--- src/hw/rtl/radio_offset_sweep_tuner_macros.svh ---
// assertion macros shared by the offset sweep tuner modules
// expects signals named clock and reset in the module that uses them
`ifndef RADIO_OFFSET_SWEEP_TUNER_MACROS_SVH
`define RADIO_OFFSET_SWEEP_TUNER_MACROS_SVH

// consequent must hold in the same cycle as the antecedent
`define ROST_ASSERT_NOW(label, ante, cons, msg) \
   label: assert property (@(posedge clock) disable iff (reset) (ante) |-> (cons)) \
      else $error(msg);

// consequent must hold in the cycle after the antecedent
`define ROST_ASSERT_NEXT(label, ante, cons, msg) \
   label: assert property (@(posedge clock) disable iff (reset) (ante) |=> (cons)) \
      else $error(msg);

`endif

--- src/hw/rtl/rost_pkg.sv ---
// shared types and constants for the radio offset sweep tuner
// no dependencies
package rost_pkg;

   // widths of the offset fields and of the csr data and index
   localparam int unsigned OFS_W  = 8;
   localparam int unsigned CSR_W  = 7;
   localparam int unsigned CSR_IDX_W = 1;

   // register indexes on the csr port
   localparam logic [CSR_IDX_W-1:0] CSR_COARSE_STEP = 1'b0;
   localparam logic [CSR_IDX_W-1:0] CSR_FINE_MARGIN = 1'b1;

   // register reset values
   localparam logic [CSR_W-1:0] COARSE_STEP_RST = 7'd9;
   localparam logic [CSR_W-1:0] FINE_MARGIN_RST = 7'd9;

   // sweep constants
   localparam logic signed [OFS_W-1:0] COARSE_START = -8'sd127;
   localparam logic signed [OFS_W-1:0] COARSE_LIMIT = 8'sd117;
   localparam logic signed [OFS_W-1:0] LOW_GOOD_RST = 8'sd127;
   localparam logic signed [OFS_W-1:0] HIGH_GOOD_RST = -8'sd127;

   // item commands
   typedef enum logic [1:0] {
      MODE_RESTART = 2'd0,
      MODE_ADVANCE = 2'd1,
      MODE_TRIAL   = 2'd2,
      MODE_FINISH  = 2'd3
   } mode_type;

   // one input item
   typedef struct packed {
      mode_type mode;
      logic     bind_seen;
   } item_type;

   // one result item
   typedef struct packed {
      logic signed [OFS_W-1:0] offset;
      logic                    done_res;
      logic                    found;
      logic signed [OFS_W-1:0] midpoint;
   } result_type;

endpackage

--- src/hw/rtl/radio_offset_sweep_tuner.sv ---
// top level of the radio offset sweep tuner: handshake, item and result registers, csrs
// depends on rost_pkg, rost_tracker and radio_offset_sweep_tuner_macros.svh
//
//  channel | direction | handshake          | payload
//  --------+-----------+--------------------+----------------------------------------
//  req     | in        | req_valid/req_stall | req_mode, req_bind_seen
//  rsp     | out       | rsp_valid/rsp_stall | rsp_offset, rsp_done_res, rsp_found,
//          |           |                    | rsp_midpoint
//  csr     | in        | csr_we             | csr_index, csr_wdata
//
// one item per cycle sustained while rsp_stall is low; a result is presented once its item
// has moved from the item register into the result register
// reset is synchronous: search state cleared, coarse_step and fine_margin back to 9
// rsp_stall holds the result register; the item register still fills behind it
// req_stall rises only when the item register is full and the result cannot move
`include "radio_offset_sweep_tuner_macros.svh"

module radio_offset_sweep_tuner import rost_pkg::*; (
   input  logic                    clock,
   input  logic                    reset,
   // request channel
   input  logic                    req_valid,
   output logic                    req_stall,
   input  logic [1:0]              req_mode,
   input  logic                    req_bind_seen,
   // response channel
   output logic                    rsp_valid,
   input  logic                    rsp_stall,
   output logic signed [OFS_W-1:0] rsp_offset,
   output logic                    rsp_done_res,
   output logic                    rsp_found,
   output logic signed [OFS_W-1:0] rsp_midpoint,
   // configuration port
   input  logic                    csr_we,
   input  logic [CSR_IDX_W-1:0]    csr_index,
   input  logic [CSR_W-1:0]        csr_wdata
);

   logic             in_valid_ff, in_valid_in;
   item_type         in_item_ff;
   logic             rsp_valid_ff, rsp_valid_in;
   result_type       rsp_data_ff;
   logic [CSR_W-1:0] coarse_step_ff;
   logic [CSR_W-1:0] fine_margin_ff;

   logic       out_free;
   logic       step_en;
   logic       req_take;
   result_type step_result;

   // flow control between the two stages
   assign out_free  = !rsp_valid_ff || !rsp_stall;
   assign step_en   = in_valid_ff && out_free;
   assign req_stall = in_valid_ff && !out_free;
   assign req_take  = req_valid && !req_stall;

   always_comb begin
      in_valid_in = in_valid_ff;
      if (req_take) begin
         in_valid_in = 1'b1;
      end else if (step_en) begin
         in_valid_in = 1'b0;
      end
   end

   always_comb begin
      rsp_valid_in = rsp_valid_ff;
      if (step_en) begin
         rsp_valid_in = 1'b1;
      end else if (!rsp_stall) begin
         rsp_valid_in = 1'b0;
      end
   end

   // control state
   always_ff @(posedge clock) begin
      if (reset) begin
         in_valid_ff  <= 1'b0;
         rsp_valid_ff <= 1'b0;
      end else begin
         in_valid_ff  <= in_valid_in;
         rsp_valid_ff <= rsp_valid_in;
      end
   end

   // item register
   always_ff @(posedge clock) begin
      if (req_take) begin
         in_item_ff.mode      <= mode_type'(req_mode);
         in_item_ff.bind_seen <= req_bind_seen;
      end
   end

   // result register
   always_ff @(posedge clock) begin
      if (step_en) begin
         rsp_data_ff <= step_result;
      end
   end

   // configuration registers
   always_ff @(posedge clock) begin
      if (reset) begin
         coarse_step_ff <= COARSE_STEP_RST;
         fine_margin_ff <= FINE_MARGIN_RST;
      end else if (csr_we) begin
         case (csr_index)
            CSR_COARSE_STEP: coarse_step_ff <= csr_wdata;
            CSR_FINE_MARGIN: fine_margin_ff <= csr_wdata;
            default: begin
               coarse_step_ff <= coarse_step_ff;
            end
         endcase
      end
   end

   // sweep state and per-item update
   rost_tracker u_tracker (
      .clock       (clock),
      .reset       (reset),
      .step_en     (step_en),
      .item        (in_item_ff),
      .coarse_step (coarse_step_ff),
      .fine_margin (fine_margin_ff),
      .result      (step_result)
   );

   // outputs
   assign rsp_valid    = rsp_valid_ff;
   assign rsp_offset   = rsp_data_ff.offset;
   assign rsp_done_res = rsp_data_ff.done_res;
   assign rsp_found    = rsp_data_ff.found;
   assign rsp_midpoint = rsp_data_ff.midpoint;

   // a held item is never overwritten while the result side is blocked
   `ROST_ASSERT_NOW(a_no_overwrite, in_valid_ff && !out_free, req_stall, "held item overwritten")
   // a finished search always has a working offset behind it
   `ROST_ASSERT_NOW(a_done_found, rsp_valid_ff && rsp_done_res, rsp_found, "done without found")
   // an update always leaves a result behind it
   `ROST_ASSERT_NEXT(a_step_result, step_en, rsp_valid_ff, "update produced no result")

endmodule

--- src/hw/rtl/rost_tracker.sv ---
// search state of the offset sweep: phase, current offset, good range
// depends on rost_pkg and radio_offset_sweep_tuner_macros.svh
`include "radio_offset_sweep_tuner_macros.svh"

module rost_tracker import rost_pkg::*; (
   input  logic             clock,
   input  logic             reset,
   input  logic             step_en,
   input  item_type         item,
   input  logic [CSR_W-1:0] coarse_step,
   input  logic [CSR_W-1:0] fine_margin,
   output result_type       result
);

   typedef enum logic [1:0] {
      PH_START  = 2'd0,
      PH_COARSE = 2'd1,
      PH_FINE   = 2'd2,
      PH_DONE   = 2'd3
   } phase_type;

   localparam int unsigned WIDE_W = OFS_W + 2;

   phase_type               phase_ff, phase_in;
   logic signed [OFS_W-1:0] offset_ff, offset_in;
   logic signed [OFS_W-1:0] low_ff, low_in;
   logic signed [OFS_W-1:0] high_ff, high_in;
   logic                    seen_ff, seen_in;

   logic signed [WIDE_W-1:0] coarse_sum;
   logic signed [WIDE_W-1:0] fine_low_sum;
   logic signed [WIDE_W-1:0] fine_high_sum;
   logic signed [OFS_W-1:0]  coarse_next;
   logic signed [OFS_W-1:0]  fine_first;
   logic signed [OFS_W-1:0]  fine_last;
   logic signed [OFS_W-1:0]  mid_now;
   logic signed [OFS_W-1:0]  mid_next;

   // clamp a widened sum into the signed offset range
   function automatic logic signed [OFS_W-1:0] sat_ofs(input logic signed [WIDE_W-1:0] v);
      logic signed [WIDE_W-1:0] hi;
      logic signed [WIDE_W-1:0] lo;
      hi = WIDE_W'(signed'({1'b0, {(OFS_W-1){1'b1}}}));
      lo = -hi - WIDE_W'(1);
      if (v > hi) begin
         sat_ofs = hi[OFS_W-1:0];
      end else if (v < lo) begin
         sat_ofs = lo[OFS_W-1:0];
      end else begin
         sat_ofs = v[OFS_W-1:0];
      end
   endfunction

   // (a + b) / 2 rounded toward zero
   function automatic logic signed [OFS_W-1:0] mid_of(input logic signed [OFS_W-1:0] a,
                                                       input logic signed [OFS_W-1:0] b);
      logic signed [OFS_W:0] s;
      logic signed [OFS_W:0] adj;
      s   = {a[OFS_W-1], a} + {b[OFS_W-1], b};
      adj = s + {{OFS_W{1'b0}}, s[OFS_W]};
      mid_of = adj[OFS_W:1];
   endfunction

   // step candidates
   assign coarse_sum    = WIDE_W'(offset_ff) + $signed({3'b0, coarse_step});
   assign fine_low_sum  = WIDE_W'(low_ff) - $signed({3'b0, fine_margin});
   assign fine_high_sum = WIDE_W'(high_ff) + $signed({3'b0, fine_margin});
   assign coarse_next   = sat_ofs(coarse_sum);
   assign fine_first    = sat_ofs(fine_low_sum);
   assign fine_last     = sat_ofs(fine_high_sum);
   assign mid_now       = mid_of(high_ff, low_ff);

   // next state for the item in hand
   always_comb begin
      phase_in  = phase_ff;
      offset_in = offset_ff;
      low_in    = low_ff;
      high_in   = high_ff;
      seen_in   = seen_ff;
      case (item.mode)
         MODE_RESTART: begin
            phase_in  = PH_START;
            offset_in = '0;
            low_in    = LOW_GOOD_RST;
            high_in   = HIGH_GOOD_RST;
            seen_in   = 1'b0;
         end
         MODE_ADVANCE: begin
            case (phase_ff)
               PH_COARSE: begin
                  if (offset_ff < COARSE_LIMIT) begin
                     offset_in = coarse_next;
                  end else if (seen_ff) begin
                     offset_in = fine_first;
                     phase_in  = PH_FINE;
                  end else begin
                     phase_in  = PH_START;
                  end
               end
               PH_FINE: begin
                  if (offset_ff < fine_last) begin
                     offset_in = offset_ff + 8'sd1;
                  end else begin
                     phase_in  = PH_DONE;
                  end
               end
               default: begin
                  offset_in = COARSE_START;
                  phase_in  = PH_COARSE;
               end
            endcase
         end
         MODE_TRIAL: begin
            if (item.bind_seen) begin
               seen_in = 1'b1;
               if (offset_ff < low_ff) begin
                  low_in = offset_ff;
               end
               if (offset_ff > high_ff) begin
                  high_in = offset_ff;
               end
            end
         end
         MODE_FINISH: begin
            offset_in = mid_now;
         end
         default: begin
            phase_in = phase_ff;
         end
      endcase
   end

   // result reflects the state after the item
   assign mid_next = mid_of(high_in, low_in);
   always_comb begin
      result.offset   = offset_in;
      result.done_res = (phase_in == PH_DONE);
      result.found    = seen_in;
      result.midpoint = mid_next;
   end

   // search state
   always_ff @(posedge clock) begin
      if (reset) begin
         phase_ff  <= PH_START;
         offset_ff <= '0;
         low_ff    <= LOW_GOOD_RST;
         high_ff   <= HIGH_GOOD_RST;
         seen_ff   <= 1'b0;
      end else if (step_en) begin
         phase_ff  <= phase_in;
         offset_ff <= offset_in;
         low_ff    <= low_in;
         high_ff   <= high_in;
         seen_ff   <= seen_in;
      end
   end

   // fine pass and done are only reached once something was seen
   `ROST_ASSERT_NOW(a_fine_needs_seen, (phase_ff == PH_FINE) || (phase_ff == PH_DONE), seen_ff, "fine pass without a seen packet")
   // a recorded range is never inverted
   `ROST_ASSERT_NOW(a_range_order, seen_ff, low_ff <= high_ff, "good range inverted")
   // restart puts the sweep back at its start
   `ROST_ASSERT_NEXT(a_restart_clears, step_en && (item.mode == MODE_RESTART), (phase_ff == PH_START) && (offset_ff == '0) && !seen_ff, "restart did not clear state")

endmodule
--- config.mk ---
export PLATFORM = sky130hd
export DESIGN_NAME = radio_offset_sweep_tuner
export DESIGN_NICKNAME = d
export VERILOG_FILES = /design/src/hw/rtl/rost_pkg.sv /design/src/hw/rtl/radio_offset_sweep_tuner.sv /design/src/hw/rtl/rost_tracker.sv
export VERILOG_INCLUDE_DIRS = /design/src /design/src/hw/rtl
export SDC_FILE = /design/constraint.sdc
export NUM_CORES = 1
export LEC_CHECK = 0
export BUFFER_PORTS_ARGS = -buffer_cell sky130_fd_sc_hd__buf_2
export CAP_MARGIN = 20
export CORE_AREA = 2 2 130 132
export DETAILED_ROUTE_END_ITERATION = 12
export DIE_AREA = 0 0 132 134
export PLACE_DENSITY = 0.56
export SLEW_MARGIN = 10
export SYNTH_ARGS = -nofsm -noshare
export SYNTH_HDL_FRONTEND = slang
export SYNTH_SLANG_ARGS = --single-unit
--- constraint.sdc ---
create_clock -name clock -period 5.44 [get_ports clock]
set_input_delay 1.088 -clock clock [delete_from_list [all_inputs] [get_ports clock]]
set_output_delay 1.088 -clock clock [all_outputs]
set_load 0.02 [all_outputs]
==> summary.txt <==
Status
  • Status: finished clean

STA
  • Fin. Hold Viols: 0
  • Slew Limit Fails: 0
  • FMAX: approximately 200 MHz
  • Final worst setup slack: around 480 ps
  • Fin crit share: slightly above 90%
  • Setup violators final: 0
  • Clock skew: 8.69 ps
  • Period minus WS final: 4960 ps
  • RSZ-0062 raised after global routing: false
  • Slew Limit Headroom: 57.2%
  • Slew @ Worst Pin: 636 ps
  • Setup tns final: 0 ps

Critical path
  • Crit path launch type: flip-flop
  • Worst-path fanout max: 10
  • Critical path arrival: around 5100 ps
  • Worst r2r src: u_tracker.high_ff[1]
  • R2R Path End: rsp_midpoint[7]
  • Crit end category: flip-flop
  • Flop-to-flop setup slack: approximately 480 ps
  • Worst r2r path cells: 25
  • WS Path Type: reg2reg
  • Top Family by Delay on Critical Path: compound AO/OA/AOI/OAI gates
  • Max incr delay on CP: 430 ps
  • Worst path required time: 5530 ps
  • CP max-delay cell: fa_1
  • Buffers & Inverters on Critical Path: 3

Clock network
  • CTS root buf: clkbuf_16
  • Sink Count: 64
  • CTS max path bufs: 2
  • CTS tree: done
  • Cts hold-fix bufs: 0
  • Clk_lat worst skew: about 350 ps
  • Inserted Clock Buffers: 9
  • Clk slew on worst S/H paths: 50 ps
  • Htree depth: 3

Final layout
  • Post-layout nets: ~800
  • Fillcell total: approximately 1700
  • Sequential cell area: around 1500 sq um
  • Area grow syn2layout: 14.5%
  • Antenna diodes: 0
  • Multi-input gate area: around 3800 sq um
  • Share of cells above drive strength 1: 12.2%

Yosys
  • Synth Warn #: 0
  • Top-count cell post-synth: nand2_1
  • Top_reg_cell synth: dfxtp_1
  • Mux contribution to synthesized area: less than 1%
  • Post-Syn Area per Cell: between 8 and 9 sq um
  • Netlist cell types: 71
  • Top cells by area, synth: dfxtp_1 (15%), ha_1 (15%), edfxtp_1 (11%)
  • Main combinational cell family by area after synthesis: compound AO/OA/AOI/OAI gates
  • Synth async-reset ratio: 0%
  • Synth Area in XOR/XNOR: under 10%
  • Post-Synth Adder-Cell Area: 16.6%
  • Syn Nets: about 760
  • Seq/Total Area, Yosys: between 20% and 30%
  • Most frequent cells after synthesis: nand2_1 (69), ha_1 (66), inv_1 (51), nor2_1 (51), a21oi_1 (49)
  • Yosys top cell by area: dfxtp_1
  • EDFF count, synth: 21
  • Simple-gate share of the synthesized area: between 10% and 20%
  • Synth Register Bits: 64
  • Area share of the largest cell type after synthesis: ~15%
  • Mapped Area: 5580 sq um
  • Compound-Gate Fraction of Synth Area: between 20 and 30%
  • Post-Syn Instances: roughly 670

Power and ir drop
  • Tot Pwr: 1.53 mW
  • PD cells: 239 nW/um^2
  • LEAKAGE: about 2.7 nW
  • Peak supply drop: 164 uV

GRT
  • Total global-route track usage: between 20% and 30%
  • Largest net degree at the start of global routing: 28
  • First-pass GRT wire length: 27500 microns
  • Initial antenna violation count: 0
  • GRT overflow: 0
  • Vias in the first global route: 5146

Floorplan
  • Chip height: 134 microns
  • Io pins: 36
  • Core Rows: 47
  • Initial core utilization: about a third
  • Die W: 132 microns
  • Die ar.: approximately 18000 sq um
  • Core Footprint: roughly 16000 sq um

Placed design
  • Pre-CTS setup slack: between 300 and 400 ps
  • Routability cong.: 0.984
  • Port bufs: 35
  • Post-DP HPWL: 13600 microns

Drt
  • Total wire length: 17200 microns
  • DR pass1 iterations: 5
  • Detail Route Antenna Nets: 0
  • Vias per cell: approximately 5.7
  • Average wire per standard cell: 18.3 microns
  • Routed met1 length: between 7000 and 8000 microns
  • Met2 routed WL: 7580 microns
  • # DRC: 0
  • DR iter-0 viols: 424
  • Detailed-route via count: ~5300
  • Uppermost layer routed: met4
  • WL met3: between 1000 and 1500 microns

Worst hold path
  • Worst hold path class: reg2reg
  • Min-Delay Endpoint: coarse_step_ff[2]
  • Hold Path Origin: coarse_step_ff[2]
  • Hold Path Stages: 2

Run
  • Maxcap violations: 0
-- state kept, by name (all words and copies together) (netlist names), 2 cells and up --
name and count:
u_tracker.phase_ff 2, coarse_step_ff 7, in_item_ff 3, u_tracker.high_ff 8, u_tracker.offset_ff 8, fine_margin_ff 7
rsp_midpoint 8, u_tracker.low_ff 8, rsp_offset 8
-- layout by cell type, fill, tap and decap left out, types with 18 or more instances in the layout --
cell type and instances:
xnor2_1 28, nand2_1 69, inv_1 51, dfxtp_1 42, nand3_1 25, nor2_1 50
a21oi_1 49, buf_2 35, ha_1 66, edfxtp_1 21, o21ai_0 31, buf_4 18
-- where the power goes --
part           switching, mW  internal, mW
Sequential            0.0235         0.526
Combinational          0.227         0.149
Clock                  0.220         0.383
-- metrics by stage --
stage / area, sq um / utilization, % / std cells / hold slack, ps
final: 6390 / 39.2 / 940 / 470
after global routing: 6390 / 39.2 / 940 / 499
after global placement: 6070 / 37.3 / 924 / 463
after CTS: 6380 / 39.2 / 940 / 475
after floorplan: 5580 / - / 674 / 441
after detailed placement: 6070 / 37.3 / 924 / 465
-- metal layers --
layer / vias to the layer above / global-route usage [%]
li1: 2574 / -
met1: 2518 / 25.7
met2: 218 / 31.2
met3: 39 / 5.63
met4: 0 / 9.42
met5: - / 0
-- final cells by class --
cell class	count	area share [%]
multi-input combinational	535	59.6
clock inverter	4	0.783
tap	220	4.31
sequential	64	23.4
inverter	52	3.05
clock buffer	12	4.03
timing repair buffer	53	4.85
-- worst register-to-register path: cells and delay by family (launching register included) --
family | cells | cell delay, ps
fa+ha+maj | 4 | 1160
flops | 1 | 420
buf+inv | 3 | 230
compound gates | 12 | 2320
xor+xnor | 1 | 60
simple gates | 5 | 510
-- what timing repair did --
action,4_1_cts,5_1_grt
buffers inserted,0,0
endpoints found under the setup margin,0,3
resized for setup,0,3
endpoints found under the hold margin,0,0
-- how the worst max path moves through the flow --
| stage | from | endpoint | slack (ps) | cells past startpoint |
|---|---|---|---|---|
| after floorplan | u_tracker.high_ff[1] | rsp_midpoint[7] | 800 | 26 |
| after global placement | u_tracker.high_ff[1] | rsp_midpoint[7] | 470 | 25 |
| after CTS | u_tracker.high_ff[1] | rsp_midpoint[7] | 310 | 25 |
| final | u_tracker.high_ff[1] | rsp_midpoint[7] | 480 | 25 |
| after global routing | u_tracker.high_ff[1] | rsp_midpoint[7] | 30 | 26 |
| after detailed placement | u_tracker.high_ff[1] | rsp_midpoint[7] | 320 | 25 |
-- kinds of logic after synthesis --
logic type / Yosys count
multiplexers: 1
XOR/XNOR: 39
buffers and inverters: 75
AND/OR/NAND/NOR: 202
AO/OA/AOI/OAI: 222
adder cells (fa/ha/maj): 71
flip-flops: 64
No activity file was read; power rests on OpenSTA's default activity.
